File: src/rtl/vt100esc_pkg.sv
// Shared types, constants and helper functions of the terminal escape parser.
`timescale 1ns / 1ps
`default_nettype none

package vt100esc_pkg;

    localparam int ROWS  = 25;
    localparam int COLS  = 80;
    localparam int TOTAL = ROWS * COLS;

    localparam int CELL_W = 11;
    localparam int ROW_W  = 5;
    localparam int COL_W  = 7;
    localparam int ARG_W  = 14;
    localparam int ACC_W  = ARG_W + 4;
    localparam int MUL_W  = 21;
    localparam int CMD_W  = 3;
    localparam int ATTR_W = 16;
    localparam int BYTE_W = 8;

    localparam int ARG_MAX       = 9999;
    localparam int LAST_ROW_BASE = (ROWS - 1) * COLS;

    // Row of a cell is (cell * DIV_MUL) >> DIV_SHIFT, exact for every cell below TOTAL.
    localparam int DIV_MUL   = 1639;
    localparam int DIV_SHIFT = 17;
    localparam int DIV_W     = ROW_W + DIV_SHIFT;

    localparam int OUT_FIELDS_W = CMD_W + 3 * CELL_W + 2 * ROW_W + 2 * ATTR_W;
    localparam int OUT_TDATA_W  = ((OUT_FIELDS_W + 7) / 8) * 8;
    localparam int OUT_PAD_W    = OUT_TDATA_W - OUT_FIELDS_W;

    localparam logic [CMD_W-1:0] CMD_NONE        = 3'd0;
    localparam logic [CMD_W-1:0] CMD_CURSOR      = 3'd1;
    localparam logic [CMD_W-1:0] CMD_FILL        = 3'd2;
    localparam logic [CMD_W-1:0] CMD_SCROLL_UP   = 3'd3;
    localparam logic [CMD_W-1:0] CMD_SCROLL_DOWN = 3'd4;

    localparam logic [BYTE_W-1:0] CH_ESC      = 8'h1B;
    localparam logic [BYTE_W-1:0] CH_SPACE    = 8'h20;
    localparam logic [BYTE_W-1:0] CH_ZERO     = 8'h30;
    localparam logic [BYTE_W-1:0] CH_SEVEN    = 8'h37;
    localparam logic [BYTE_W-1:0] CH_EIGHT    = 8'h38;
    localparam logic [BYTE_W-1:0] CH_NINE     = 8'h39;
    localparam logic [BYTE_W-1:0] CH_SEMI     = 8'h3B;
    localparam logic [BYTE_W-1:0] CH_QUEST    = 8'h3F;
    localparam logic [BYTE_W-1:0] CH_UP_A     = 8'h41;
    localparam logic [BYTE_W-1:0] CH_UP_B     = 8'h42;
    localparam logic [BYTE_W-1:0] CH_UP_C     = 8'h43;
    localparam logic [BYTE_W-1:0] CH_UP_D     = 8'h44;
    localparam logic [BYTE_W-1:0] CH_UP_H     = 8'h48;
    localparam logic [BYTE_W-1:0] CH_UP_J     = 8'h4A;
    localparam logic [BYTE_W-1:0] CH_UP_K     = 8'h4B;
    localparam logic [BYTE_W-1:0] CH_UP_M     = 8'h4D;
    localparam logic [BYTE_W-1:0] CH_LBRACKET = 8'h5B;
    localparam logic [BYTE_W-1:0] CH_LOW_M    = 8'h6D;
    localparam logic [BYTE_W-1:0] CH_LOW_R    = 8'h72;

    localparam logic [ARG_W-1:0] ERASE_TO_END   = 14'd0;
    localparam logic [ARG_W-1:0] ERASE_TO_START = 14'd1;
    localparam logic [ARG_W-1:0] ERASE_ALL      = 14'd2;

    localparam logic [ARG_W-1:0] SGR_RESET      = 14'd0;
    localparam logic [ARG_W-1:0] SGR_BOLD       = 14'd1;
    localparam logic [ARG_W-1:0] SGR_DIM        = 14'd2;
    localparam logic [ARG_W-1:0] SGR_BLINK      = 14'd5;
    localparam logic [ARG_W-1:0] SGR_REVERSE    = 14'd7;
    localparam logic [ARG_W-1:0] SGR_FG_FIRST   = 14'd30;
    localparam logic [ARG_W-1:0] SGR_FG_LAST    = 14'd37;
    localparam logic [ARG_W-1:0] SGR_FG_DEFAULT = 14'd39;
    localparam logic [ARG_W-1:0] SGR_BG_FIRST   = 14'd40;
    localparam logic [ARG_W-1:0] SGR_BG_LAST    = 14'd47;
    localparam logic [ARG_W-1:0] SGR_BG_DEFAULT = 14'd49;

    localparam logic [ATTR_W-1:0] ATTR_DEFAULT = 16'h0700;
    localparam logic [ATTR_W-1:0] ATTR_BOLD    = 16'h0800;
    localparam logic [ATTR_W-1:0] ATTR_BLINK   = 16'h8000;

    typedef enum logic [2:0] {
        ST_NORMAL = 3'd0,
        ST_ESC    = 3'd1,
        ST_CSI    = 3'd2,
        ST_CSI2   = 3'd3,
        ST_QUEST  = 3'd4
    } parse_state_t;

    typedef struct packed {
        logic [ATTR_W-1:0] char_attr;
        logic [ATTR_W-1:0] fill_word;
        logic [ROW_W-1:0]  region_bottom;
        logic [ROW_W-1:0]  region_top;
        logic [CELL_W-1:0] fill_count;
        logic [CELL_W-1:0] fill_start;
        logic [CELL_W-1:0] cursor_pos;
        logic [CMD_W-1:0]  command;
    } result_t;

    function automatic logic [ARG_W-1:0] add_digit(input logic [ARG_W-1:0] a,
                                                   input logic [3:0] d);
        logic [ACC_W-1:0] v;
        v = ACC_W'(a) * ACC_W'(10) + ACC_W'(d);
        return (v > ACC_W'(ARG_MAX)) ? ARG_W'(ARG_MAX) : v[ARG_W-1:0];
    endfunction

    // One-based argument to a zero-based index, held below the limit.
    function automatic logic [ARG_W-1:0] clamp_index(input logic [ARG_W-1:0] arg,
                                                     input logic [ARG_W-1:0] limit);
        logic [ARG_W-1:0] v;
        v = (arg == '0) ? '0 : arg - ARG_W'(1);
        return (v >= limit) ? limit - ARG_W'(1) : v;
    endfunction

endpackage

`default_nettype wire

File: src/rtl/vt100esc_core.sv
// Parser state, cursor and attribute registers with the per-byte decode logic.
`timescale 1ns / 1ps
`default_nettype none

module vt100esc_core (
    input  wire logic                                 aclk,
    input  wire logic                                 aresetn,
    input  wire logic                                 step_valid,
    input  wire logic [vt100esc_pkg::BYTE_W-1:0]      rx_byte,
    input  wire logic [vt100esc_pkg::ATTR_W-1:0]      normal_attr,
    output vt100esc_pkg::result_t                     result
);

    vt100esc_pkg::parse_state_t parse_state_reg, parse_state_next;

    logic [vt100esc_pkg::ARG_W-1:0]  first_arg_reg, first_arg_next;
    logic [vt100esc_pkg::ARG_W-1:0]  second_arg_reg, second_arg_next;
    logic [vt100esc_pkg::CELL_W-1:0] cursor_reg, cursor_next;
    logic [vt100esc_pkg::CELL_W-1:0] saved_reg, saved_next;
    logic [vt100esc_pkg::ROW_W-1:0]  scroll_top_reg, scroll_top_next;
    logic [vt100esc_pkg::ROW_W-1:0]  scroll_bottom_reg, scroll_bottom_next;
    logic [vt100esc_pkg::ATTR_W-1:0] attr_reg, attr_next;
    logic [vt100esc_pkg::ROW_W-1:0]  row_reg, row_next;

    logic [vt100esc_pkg::DIV_W-1:0]  row_prod;
    logic [vt100esc_pkg::CELL_W-1:0] col_full;
    logic [vt100esc_pkg::COL_W-1:0]  cur_col;
    logic                            is_digit;
    logic [vt100esc_pkg::ARG_W-1:0]  count_arg;
    logic [vt100esc_pkg::MUL_W-1:0]  count_cols;
    logic [vt100esc_pkg::MUL_W-1:0]  pos_wide;
    logic [vt100esc_pkg::MUL_W-1:0]  down_sum;
    logic [vt100esc_pkg::MUL_W-1:0]  right_sum;
    logic [vt100esc_pkg::ARG_W-1:0]  fg_code;
    logic [vt100esc_pkg::ARG_W-1:0]  bg_code;
    logic [vt100esc_pkg::ROW_W-1:0]  arg_row;
    logic [vt100esc_pkg::ROW_W-1:0]  arg_row2;
    logic [vt100esc_pkg::COL_W-1:0]  arg_col;
    logic [7:0]                      rev_hb;
    logic [vt100esc_pkg::CMD_W-1:0]  cmd;
    logic [vt100esc_pkg::CELL_W-1:0] fill_start;
    logic [vt100esc_pkg::CELL_W-1:0] fill_count;

    // The row of the cursor is registered from the cursor register and follows it in the
    // next cycle. It is only read for a CSI final byte, which always follows at least two
    // bytes that leave the cursor alone, so the registered row is current by then.
    assign row_prod = vt100esc_pkg::DIV_W'(cursor_reg)
                    * vt100esc_pkg::DIV_W'(vt100esc_pkg::DIV_MUL);
    assign row_next = row_prod[vt100esc_pkg::DIV_W-1:vt100esc_pkg::DIV_SHIFT];
    assign col_full = cursor_reg - vt100esc_pkg::CELL_W'(row_reg)
                    * vt100esc_pkg::CELL_W'(vt100esc_pkg::COLS);
    assign cur_col  = col_full[vt100esc_pkg::COL_W-1:0];

    assign is_digit   = (rx_byte >= vt100esc_pkg::CH_ZERO) && (rx_byte <= vt100esc_pkg::CH_NINE);
    assign count_arg  = (first_arg_reg == '0) ? vt100esc_pkg::ARG_W'(1) : first_arg_reg;
    assign count_cols = vt100esc_pkg::MUL_W'(count_arg)
                      * vt100esc_pkg::MUL_W'(vt100esc_pkg::COLS);
    assign pos_wide   = vt100esc_pkg::MUL_W'(cursor_reg);
    assign down_sum   = pos_wide + count_cols;
    assign right_sum  = pos_wide + vt100esc_pkg::MUL_W'(count_arg);
    assign fg_code    = first_arg_reg - vt100esc_pkg::SGR_FG_FIRST;
    assign bg_code    = first_arg_reg - vt100esc_pkg::SGR_BG_FIRST;
    assign arg_row    = vt100esc_pkg::ROW_W'(vt100esc_pkg::clamp_index(first_arg_reg,
                            vt100esc_pkg::ARG_W'(vt100esc_pkg::ROWS)));
    assign arg_row2   = vt100esc_pkg::ROW_W'(vt100esc_pkg::clamp_index(second_arg_reg,
                            vt100esc_pkg::ARG_W'(vt100esc_pkg::ROWS)));
    assign arg_col    = vt100esc_pkg::COL_W'(vt100esc_pkg::clamp_index(second_arg_reg,
                            vt100esc_pkg::ARG_W'(vt100esc_pkg::COLS)));
    assign rev_hb     = {attr_reg[15], attr_reg[10:8], attr_reg[11], attr_reg[14:12]};

    always_comb begin
        parse_state_next = parse_state_reg;
        if (step_valid) begin
            parse_state_next = vt100esc_pkg::ST_NORMAL;
            unique case (parse_state_reg)
                vt100esc_pkg::ST_ESC: begin
                    if (rx_byte == vt100esc_pkg::CH_LBRACKET) begin
                        parse_state_next = vt100esc_pkg::ST_CSI;
                    end
                end
                vt100esc_pkg::ST_CSI: begin
                    if (is_digit) begin
                        parse_state_next = vt100esc_pkg::ST_CSI;
                    end else if (rx_byte == vt100esc_pkg::CH_SEMI) begin
                        parse_state_next = vt100esc_pkg::ST_CSI2;
                    end else if (rx_byte == vt100esc_pkg::CH_QUEST) begin
                        parse_state_next = vt100esc_pkg::ST_QUEST;
                    end
                end
                vt100esc_pkg::ST_CSI2: begin
                    if (is_digit) begin
                        parse_state_next = vt100esc_pkg::ST_CSI2;
                    end
                end
                vt100esc_pkg::ST_QUEST: begin
                    if (is_digit || (rx_byte == vt100esc_pkg::CH_SEMI)) begin
                        parse_state_next = vt100esc_pkg::ST_QUEST;
                    end
                end
                default: begin
                    if (rx_byte == vt100esc_pkg::CH_ESC) begin
                        parse_state_next = vt100esc_pkg::ST_ESC;
                    end
                end
            endcase
        end
    end

    always_comb begin
        first_arg_next     = first_arg_reg;
        second_arg_next    = second_arg_reg;
        cursor_next        = cursor_reg;
        saved_next         = saved_reg;
        scroll_top_next    = scroll_top_reg;
        scroll_bottom_next = scroll_bottom_reg;
        attr_next          = attr_reg;
        cmd                = vt100esc_pkg::CMD_NONE;
        fill_start         = '0;
        fill_count         = '0;
        if (step_valid) begin
            unique case (parse_state_reg)
                vt100esc_pkg::ST_ESC: begin
                    unique case (rx_byte)
                        vt100esc_pkg::CH_LBRACKET: begin
                            first_arg_next  = '0;
                            second_arg_next = '0;
                        end
                        vt100esc_pkg::CH_UP_A: begin
                            if (cursor_reg >= vt100esc_pkg::CELL_W'(vt100esc_pkg::COLS)) begin
                                cursor_next = cursor_reg
                                            - vt100esc_pkg::CELL_W'(vt100esc_pkg::COLS);
                                cmd         = vt100esc_pkg::CMD_CURSOR;
                            end
                        end
                        vt100esc_pkg::CH_UP_C: begin
                            if (cursor_reg < vt100esc_pkg::CELL_W'(vt100esc_pkg::TOTAL - 1)) begin
                                cursor_next = cursor_reg + vt100esc_pkg::CELL_W'(1);
                                cmd         = vt100esc_pkg::CMD_CURSOR;
                            end
                        end
                        vt100esc_pkg::CH_UP_D: cmd = vt100esc_pkg::CMD_SCROLL_UP;
                        vt100esc_pkg::CH_UP_M: cmd = vt100esc_pkg::CMD_SCROLL_DOWN;
                        vt100esc_pkg::CH_SEVEN: saved_next = cursor_reg;
                        vt100esc_pkg::CH_EIGHT: begin
                            cursor_next = saved_reg;
                            cmd         = vt100esc_pkg::CMD_CURSOR;
                        end
                        default: ;
                    endcase
                end
                vt100esc_pkg::ST_CSI: begin
                    if (is_digit) begin
                        first_arg_next = vt100esc_pkg::add_digit(first_arg_reg, rx_byte[3:0]);
                    end else if ((rx_byte != vt100esc_pkg::CH_SEMI)
                                 && (rx_byte != vt100esc_pkg::CH_QUEST)) begin
                        unique case (rx_byte)
                            vt100esc_pkg::CH_UP_A: begin
                                cursor_next = (count_cols > pos_wide)
                                            ? vt100esc_pkg::CELL_W'(cur_col)
                                            : vt100esc_pkg::CELL_W'(pos_wide - count_cols);
                                cmd         = vt100esc_pkg::CMD_CURSOR;
                            end
                            vt100esc_pkg::CH_UP_B: begin
                                cursor_next = (down_sum >= vt100esc_pkg::MUL_W'(vt100esc_pkg::TOTAL))
                                            ? vt100esc_pkg::CELL_W'(vt100esc_pkg::LAST_ROW_BASE)
                                              + vt100esc_pkg::CELL_W'(cur_col)
                                            : down_sum[vt100esc_pkg::CELL_W-1:0];
                                cmd         = vt100esc_pkg::CMD_CURSOR;
                            end
                            vt100esc_pkg::CH_UP_C: begin
                                cursor_next = (right_sum >= vt100esc_pkg::MUL_W'(vt100esc_pkg::TOTAL))
                                            ? vt100esc_pkg::CELL_W'(vt100esc_pkg::TOTAL - 1)
                                            : right_sum[vt100esc_pkg::CELL_W-1:0];
                                cmd         = vt100esc_pkg::CMD_CURSOR;
                            end
                            vt100esc_pkg::CH_UP_D: begin
                                cursor_next = (vt100esc_pkg::ARG_W'(cursor_reg) >= count_arg)
                                            ? cursor_reg
                                              - count_arg[vt100esc_pkg::CELL_W-1:0]
                                            : '0;
                                cmd         = vt100esc_pkg::CMD_CURSOR;
                            end
                            vt100esc_pkg::CH_UP_H: begin
                                cursor_next = '0;
                                cmd         = vt100esc_pkg::CMD_CURSOR;
                            end
                            vt100esc_pkg::CH_UP_J: begin
                                if (first_arg_reg == vt100esc_pkg::ERASE_TO_END) begin
                                    fill_start = cursor_reg;
                                    fill_count = vt100esc_pkg::CELL_W'(vt100esc_pkg::TOTAL)
                                               - cursor_reg;
                                    cmd        = vt100esc_pkg::CMD_FILL;
                                end else if (first_arg_reg == vt100esc_pkg::ERASE_TO_START) begin
                                    fill_count = cursor_reg + vt100esc_pkg::CELL_W'(1);
                                    cmd        = vt100esc_pkg::CMD_FILL;
                                end else if (first_arg_reg == vt100esc_pkg::ERASE_ALL) begin
                                    fill_count = vt100esc_pkg::CELL_W'(vt100esc_pkg::TOTAL);
                                    cmd        = vt100esc_pkg::CMD_FILL;
                                end
                            end
                            vt100esc_pkg::CH_UP_K: begin
                                if (first_arg_reg == vt100esc_pkg::ERASE_TO_END) begin
                                    fill_start = cursor_reg;
                                    fill_count = vt100esc_pkg::CELL_W'(vt100esc_pkg::COLS)
                                               - vt100esc_pkg::CELL_W'(cur_col);
                                    cmd        = vt100esc_pkg::CMD_FILL;
                                end else if (first_arg_reg == vt100esc_pkg::ERASE_TO_START) begin
                                    fill_start = cursor_reg - vt100esc_pkg::CELL_W'(cur_col);
                                    fill_count = vt100esc_pkg::CELL_W'(cur_col)
                                               + vt100esc_pkg::CELL_W'(1);
                                    cmd        = vt100esc_pkg::CMD_FILL;
                                end else if (first_arg_reg == vt100esc_pkg::ERASE_ALL) begin
                                    fill_start = cursor_reg - vt100esc_pkg::CELL_W'(cur_col);
                                    fill_count = vt100esc_pkg::CELL_W'(vt100esc_pkg::COLS);
                                    cmd        = vt100esc_pkg::CMD_FILL;
                                end
                            end
                            vt100esc_pkg::CH_LOW_M: begin
                                if (first_arg_reg == vt100esc_pkg::SGR_RESET) begin
                                    attr_next = normal_attr;
                                end else if (first_arg_reg == vt100esc_pkg::SGR_BOLD) begin
                                    attr_next = attr_reg | vt100esc_pkg::ATTR_BOLD;
                                end else if (first_arg_reg == vt100esc_pkg::SGR_DIM) begin
                                    attr_next = attr_reg & ~vt100esc_pkg::ATTR_BOLD;
                                end else if (first_arg_reg == vt100esc_pkg::SGR_BLINK) begin
                                    attr_next = attr_reg | vt100esc_pkg::ATTR_BLINK;
                                end else if (first_arg_reg == vt100esc_pkg::SGR_REVERSE) begin
                                    attr_next = {rev_hb, 8'h00};
                                end else if ((first_arg_reg >= vt100esc_pkg::SGR_FG_FIRST)
                                             && (first_arg_reg <= vt100esc_pkg::SGR_FG_LAST)) begin
                                    attr_next = {attr_reg[15:11], fg_code[2:0], attr_reg[7:0]};
                                end else if (first_arg_reg == vt100esc_pkg::SGR_FG_DEFAULT) begin
                                    attr_next = {attr_reg[15:11], normal_attr[10:8], attr_reg[7:0]};
                                end else if ((first_arg_reg >= vt100esc_pkg::SGR_BG_FIRST)
                                             && (first_arg_reg <= vt100esc_pkg::SGR_BG_LAST)) begin
                                    attr_next = {attr_reg[15], bg_code[2:0], attr_reg[11:0]};
                                end else if (first_arg_reg == vt100esc_pkg::SGR_BG_DEFAULT) begin
                                    attr_next = {attr_reg[15], normal_attr[14:12], attr_reg[11:0]};
                                end
                            end
                            default: ;
                        endcase
                    end
                end
                vt100esc_pkg::ST_CSI2: begin
                    if (is_digit) begin
                        second_arg_next = vt100esc_pkg::add_digit(second_arg_reg, rx_byte[3:0]);
                    end else if (rx_byte == vt100esc_pkg::CH_UP_H) begin
                        cursor_next = vt100esc_pkg::CELL_W'(arg_row)
                                    * vt100esc_pkg::CELL_W'(vt100esc_pkg::COLS)
                                    + vt100esc_pkg::CELL_W'(arg_col);
                        cmd         = vt100esc_pkg::CMD_CURSOR;
                    end else if (rx_byte == vt100esc_pkg::CH_LOW_M) begin
                        if ((first_arg_reg == vt100esc_pkg::SGR_BOLD)
                            && (second_arg_reg == vt100esc_pkg::SGR_REVERSE)) begin
                            attr_next = attr_reg | vt100esc_pkg::ATTR_BOLD;
                        end
                    end else if (rx_byte == vt100esc_pkg::CH_LOW_R) begin
                        if (arg_row < arg_row2) begin
                            scroll_top_next    = arg_row;
                            scroll_bottom_next = arg_row2;
                        end
                    end
                end
                vt100esc_pkg::ST_QUEST: begin
                    if (is_digit) begin
                        second_arg_next = vt100esc_pkg::add_digit(second_arg_reg, rx_byte[3:0]);
                    end
                end
                default: ;
            endcase
        end
    end

    always_comb begin
        result.command       = cmd;
        result.cursor_pos    = cursor_next;
        result.fill_start    = fill_start;
        result.fill_count    = fill_count;
        result.region_top    = scroll_top_next;
        result.region_bottom = scroll_bottom_next;
        result.fill_word     = normal_attr | vt100esc_pkg::ATTR_W'(vt100esc_pkg::CH_SPACE);
        result.char_attr     = attr_next;
    end

    always_ff @(posedge aclk) begin
        if (!aresetn) begin
            parse_state_reg   <= vt100esc_pkg::ST_NORMAL;
            first_arg_reg     <= '0;
            second_arg_reg    <= '0;
            cursor_reg        <= '0;
            saved_reg         <= '0;
            scroll_top_reg    <= '0;
            scroll_bottom_reg <= vt100esc_pkg::ROW_W'(vt100esc_pkg::ROWS - 1);
            attr_reg          <= vt100esc_pkg::ATTR_DEFAULT;
            row_reg           <= '0;
        end else begin
            parse_state_reg   <= parse_state_next;
            first_arg_reg     <= first_arg_next;
            second_arg_reg    <= second_arg_next;
            cursor_reg        <= cursor_next;
            saved_reg         <= saved_next;
            scroll_top_reg    <= scroll_top_next;
            scroll_bottom_reg <= scroll_bottom_next;
            attr_reg          <= attr_next;
            row_reg           <= row_next;
        end
    end

    a_cursor_in_screen: assert property (@(posedge aclk) disable iff (!aresetn)
        cursor_reg < vt100esc_pkg::CELL_W'(vt100esc_pkg::TOTAL))
        else $error("cursor cell outside the screen");

    a_region_ordered: assert property (@(posedge aclk) disable iff (!aresetn)
        (scroll_top_reg < scroll_bottom_reg)
        && (scroll_bottom_reg < vt100esc_pkg::ROW_W'(vt100esc_pkg::ROWS)))
        else $error("scroll region out of order");

    a_row_current: assert property (@(posedge aclk) disable iff (!aresetn)
        (step_valid && (parse_state_reg == vt100esc_pkg::ST_CSI))
        |-> (col_full < vt100esc_pkg::CELL_W'(vt100esc_pkg::COLS)))
        else $error("registered cursor row is stale at a CSI byte");

    a_fill_span: assert property (@(posedge aclk) disable iff (!aresetn)
        (step_valid && (cmd == vt100esc_pkg::CMD_FILL))
        |-> ((fill_count != '0)
             && ((12'(fill_start) + 12'(fill_count)) <= 12'(vt100esc_pkg::TOTAL))))
        else $error("fill span leaves the screen");

    a_text_stays_normal: assert property (@(posedge aclk) disable iff (!aresetn)
        (step_valid && (parse_state_reg == vt100esc_pkg::ST_NORMAL)
         && (rx_byte != vt100esc_pkg::CH_ESC))
        |=> (parse_state_reg == vt100esc_pkg::ST_NORMAL))
        else $error("plain text left the normal state");

endmodule

`default_nettype wire

File: src/rtl/vt100_escape_parser_top.sv
// Top level of the terminal escape parser: stream ports, input and result registers.
`timescale 1ns / 1ps
`default_nettype none

// Channel   Direction  Width  Contents
// s_axis    in         8      rx_byte, one terminal byte per transaction
// m_axis    out        80     one result transaction per accepted byte
// cfg       in         16     normal_attr; the user must write it only while the parser is idle (not enforced)
//
// An accepted byte is held in the input register, then decoded into the result register that drives m_axis.
// A new byte can be accepted in every cycle while m_axis does not stall; the cursor update loop sets the rate.
// s_axis_tready falls only when the input and result registers are both full and
// m_axis_tready is low.
// Reset clears the parser to the normal state, cursor and saved cell to zero, the
// scroll region to the full screen and both attribute words to 0x0700.

module vt100_escape_parser_top (
    input  wire logic                                     aclk,
    input  wire logic                                     aresetn,
    input  wire logic                                     s_axis_tvalid,
    output logic                                          s_axis_tready,
    input  wire logic [7:0]                               s_axis_tdata,  // rx_byte
    output logic                                          m_axis_tvalid,
    input  wire logic                                     m_axis_tready,
    // command, cursor_pos, fill_start, fill_count, region_top, region_bottom,
    // fill_word, char_attr, zero padding
    output logic [vt100esc_pkg::OUT_TDATA_W-1:0]          m_axis_tdata,
    input  wire logic                                     cfg_we,
    input  wire logic [vt100esc_pkg::ATTR_W-1:0]          cfg_wdata
);

    logic                                 in_valid_reg, in_valid_next;
    logic [vt100esc_pkg::BYTE_W-1:0]      in_byte_reg;
    logic                                 out_valid_reg, out_valid_next;
    vt100esc_pkg::result_t                out_data_reg;
    logic [vt100esc_pkg::ATTR_W-1:0]      normal_attr_reg;
    logic                                 s_accept;
    logic                                 advance;
    vt100esc_pkg::result_t                step_result;

    assign advance       = in_valid_reg && (!out_valid_reg || m_axis_tready);
    assign s_axis_tready = !in_valid_reg || advance;
    assign s_accept      = s_axis_tvalid && s_axis_tready;

    assign in_valid_next  = s_accept ? 1'b1 : (advance ? 1'b0 : in_valid_reg);
    assign out_valid_next = advance ? 1'b1 : (m_axis_tready ? 1'b0 : out_valid_reg);

    vt100esc_core u_core (
        .aclk        (aclk),
        .aresetn     (aresetn),
        .step_valid  (advance),
        .rx_byte     (in_byte_reg),
        .normal_attr (normal_attr_reg),
        .result      (step_result)
    );

    always_ff @(posedge aclk) begin
        if (!aresetn) begin
            in_valid_reg    <= 1'b0;
            out_valid_reg   <= 1'b0;
            normal_attr_reg <= vt100esc_pkg::ATTR_DEFAULT;
        end else begin
            in_valid_reg  <= in_valid_next;
            out_valid_reg <= out_valid_next;
            if (cfg_we) begin
                normal_attr_reg <= cfg_wdata;
            end
        end
    end

    always_ff @(posedge aclk) begin
        if (s_accept) begin
            in_byte_reg <= s_axis_tdata;
        end
        if (advance) begin
            out_data_reg <= step_result;
        end
    end

    assign m_axis_tvalid = out_valid_reg;
    assign m_axis_tdata  = {{vt100esc_pkg::OUT_PAD_W{1'b0}}, out_data_reg};

    a_held_byte: assert property (@(posedge aclk) disable iff (!aresetn)
        (in_valid_reg && !advance) |=> (in_valid_reg && $stable(in_byte_reg)))
        else $error("waiting input byte was lost or changed");

    a_stall_only_when_full: assert property (@(posedge aclk) disable iff (!aresetn)
        !s_axis_tready |-> (in_valid_reg && out_valid_reg && !m_axis_tready))
        else $error("input stalled with room in the pipeline");

    a_command_code: assert property (@(posedge aclk) disable iff (!aresetn)
        out_valid_reg |-> (out_data_reg.command <= vt100esc_pkg::CMD_SCROLL_DOWN))
        else $error("result carries an undefined command");

endmodule

`default_nettype wire
File: config.mk
export PLATFORM = sky130hd
export DESIGN_NAME = vt100_escape_parser_top
export DESIGN_NICKNAME = d
export VERILOG_FILES = /design/src/rtl/vt100esc_pkg.sv /design/src/rtl/vt100esc_core.sv /design/src/rtl/vt100_escape_parser_top.sv
export SDC_FILE = /design/constraint.sdc
export NUM_CORES = 1
export LEC_CHECK = 0
export BUFFER_PORTS_ARGS = -buffer_cell sky130_fd_sc_hd__buf_2
export CAP_MARGIN = 15
export CORE_MARGIN = 4
export CORE_UTILIZATION = 51
export CTS_CLUSTER_DIAMETER = 50
export DETAILED_ROUTE_END_ITERATION = 8
export PLACE_DENSITY = 0.79
export RECOVER_POWER = 25
export SKIP_LAST_GASP = 1
export SLEW_MARGIN = 15
export SYNTH_ARGS = -nofsm -noshare
export SYNTH_HDL_FRONTEND = slang
export SYNTH_HIERARCHICAL = 1
export SYNTH_SLANG_ARGS = --single-unit
File: constraint.sdc
create_clock -name aclk -period 11.2 [get_ports aclk]
set_input_delay 1.68 -clock aclk [delete_from_list [all_inputs] [get_ports aclk]]
set_output_delay 1.68 -clock aclk [all_outputs]
set_load 0.02 [all_outputs]
==> reports/metrics.csv <==
stage,metric,value,unit
sta,skew,0.02022,ns
sta,hold_violations,0,
drt,vias,16350,
cts,cts_tree,yes,
sta,worstMarginPinSlew,1.915,ns
drt,drtIter0Drc,1821,
yosys,syn_inst,2025,
floorplan,die_w,193.8,µm
placed_design,dp_hpwl,42130,µm
yosys,netlist_top_cells_area,"edfxtp_1 15%, ha_1 14%, dfxtp_1 11%, fa_1 5.2%, a21oi_1 4.2%",
sta,setup_ws,4.587,ns
critical_path,cp.required,11.38,ns
power,leakage,8.092,nW
drt,drt-pass1-iter-count,7,
cts,htree_levels,4,
status,violations,"capacitance limit, slew limit",
yosys,syn_area_per_cell,8.695,µm²
floorplan,io_pins,111,
critical_path,path_max_fanout,39,
critical_path,worst_setup_path_start_kind,register,
yosys,ys.flop_type,dfxtp_1,
yosys,ys_seq_elements,186,
drt,viasPerCell,6.484,
global_routing,grt_pass1_vias,15590,
critical_path,critPathCaptureType,register,
cts,cts_root_buffer,clkbuf_16,
yosys,yosysTopAreaCellShare,14.67,%
sta,tns,0,ns
sta,maxSlewHeadroom,-27.65,%
sta,setup_viol,0,
yosys,async_flop_share,0,%
cts,hold_buffers,0,
drt,drc,0,
cts,postCtsSetupRepairBufs,0,
layout,drive_above_1_share,9.257,%
cts,clk_latency,0.45,ns
placed_design,placedCellCount,2490,
critical_path,cp_num_buf_inv,4,
layout,fillers,3064,
sta,period_needed,6.613,ns
global_routing,overflow,0,
layout,area_delta_synth_final,7.433,%
power,p_per_area,75.75,nW/µm²
global_routing,grt_pass1_wl,85860,µm
global_routing,grt_max_degree,70,
sta,whs,0.4544,ns
yosys,yosysWarnings,6,
layout,multi_input_area,11950,µm²
cts,clockBufferDepth,2,
critical_path,worstPathArrival,6.80,ns
min_path,holdPathStages,2,
job,drv_cap,1,
floorplan,dieArea,37560,µm²
yosys,syn-cell-area,17610,µm²
global_routing,grt_usage,27.83,%
critical_path,crit_slowest_cell,or4b_1,
layout,seqCellArea,4584,µm²
power,ir_drop,0.00008593,V
placed_design,post-place-ws,4.688,ns
floorplan,std_cell_rows,67,
layout,antenna_cells,0,
layout,design_area,18920,µm²
layout,largest_register_ffs,78,
floorplan,floorplan.die.height,193.8,µm
floorplan,core-area,33780,µm²
yosys,post-synth-top-area-cell,edfxtp_1,
drt,ant_nets,0,
drt,wl_per_cell,21.85,µm
sta,rsz0062_at_grt,false,
sta,drv_slew,50,
critical_path,r2r_cells,22,
layout,nets,2340,
yosys,synth.distinct_cells,106,
placed_design,placed_area,18350,µm²
critical_path,critPathMostFrequentCell,ha_1,
placed_design,gp_congestion,1.028,
critical_path,path_class,reg2reg,
global_routing,antenna_found_initial,1,
sta,fmax,151.2,MHz
drt,wl,55090,µm
layout,final_cells,2522,
power,p_total,1.433,mW
cts,cts_buffers,17,
yosys,synth.most_common_cell,ha_1,
critical_path,path_depth,22,
cts,clock_sinks,186,
cts,clk_pin_slew,0.08,ns
sta,period_share,59.04,%
layout,final_util,55.99,%
floorplan,start_util,52.12,%
cts,cts_resized,0,
critical_path,path_cells,"inv_1, ha_1, or4b_1, nor2_1, nand2_1, buf_4, nand2_1, inv_1, ha_1, ha_1, fa_1, xor2_1, ha_1, inv_1, or3_1, o311ai_0, a311o_1, or4b_1, o2111a_1, and3_1, o21ai_0, a21oi_1",
critical_path,critical_path.top_delay_family,simple AND/OR/NAND/NOR gates,
yosys,ys_seq_area_share,26.04,%
placed_design,port_buffers,108,
min_path,min_path_type,reg2reg,
yosys,synth_edf_count,86,
status,status,"complete, but fails checks",
yosys,synthTopCellsByCount,"204 x ha_1, 149 x a21oi_1, 143 x inv_1, 134 x nor2_1, 126 x nand2_1",
critical_path,slowest_delay,0.55,ns
metal layers:
metal | global-route usage (%) | routed length, µm | up-vias | part of all wire, %
met3 | 3.579 | 4337 | 167 | 7.9
met5 | 0 | 0 | - | 0
met2 | 46.05 | 25660 | 826 | 47
met4 | 11.25 | 2249 | 0 | 4.1
met1 | 37.11 | 22850 | 7845 | 41
li1 | - | - | 7515 | -
worst register-to-register path, stage by stage (launching register included):
cell and delay (ns):
dfxtp_1 0.46, inv_1 0.23, ha_1 0.22, or4b_1 0.55
nor2_1 0.23, nand2_1 0.09, buf_4 0.26, nand2_1 0.30
inv_1 0.22, ha_1 0.32, ha_1 0.25, fa_1 0.42
xor2_1 0.28, ha_1 0.39, inv_1 0.19, or3_1 0.13
o311ai_0 0.13, a311o_1 0.34, or4b_1 0.55, o2111a_1 0.26
and3_1 0.22, o21ai_0 0.22, a21oi_1 0.10
cell usage in the layout, fill, tap and decap left out, types with 28 or more instances in the layout:
| cell | instances |
|---|---|
| a21oi_1 | 149 |
| o21ai_0 | 103 |
| dfxtp_1 | 100 |
| edfxtp_1 | 86 |
| nor2_1 | 134 |
| nor2b_1 | 30 |
| nand2_1 | 126 |
| clkbuf_1 | 30 |
| buf_2 | 80 |
| ha_1 | 204 |
| xor2_1 | 28 |
| xnor2_1 | 75 |
| fa_1 | 46 |
| nand3_1 | 45 |
| and2_1 | 40 |
| a211oi_1 | 38 |
| nor3_1 | 58 |
| a21o_1 | 29 |
| inv_1 | 143 |
path summary, 6_finish.rpt:
check,endpoint,start,slack [ns]
hold reg to reg,u_core/saved_reg[10],u_core/saved_reg[10],0.45
setup reg to reg,m_axis_tdata[9],u_core/first_arg_reg[1],4.59
hold / removal,u_core/saved_reg[10],u_core/saved_reg[10],0.45
setup / recovery,m_axis_tdata[9],u_core/first_arg_reg[1],4.59
power by group:
part           leakage, nW  internal, mW  total, mW  switching (mW)
Combinational         6.20        0.0204     0.0720          0.0515
Clock                0.293         0.314      0.624           0.310
Sequential            1.60         0.726      0.737          0.0104
kinds of logic (layout without fill, tap and decap cells):
family	count (synthesis)	count (layout)	share of synthesized area (%)
AO/OA/AOI/OAI	572	572	22.21
XOR/XNOR	103	103	5.123
adder cells (fa/ha/maj)	250	250	19.73
buffers and inverters	261	309	6.232
flip-flops	186	186	26.04
multiplexers	34	34	2.039
other	2	3	0.04265
AND/OR/NAND/NOR	617	617	18.60
cell type report:
cell class                 count  share of cell area [%]
clock buffer                  19                   2.401
sequential                   186                   24.23
clock inverter                13                  0.7937
tap                          448                   2.963
inverter                     148                   2.937
multi-input combinational   1579                   63.19
timing repair buffer         129                   3.486
Power figures use the tool's default switching activity.
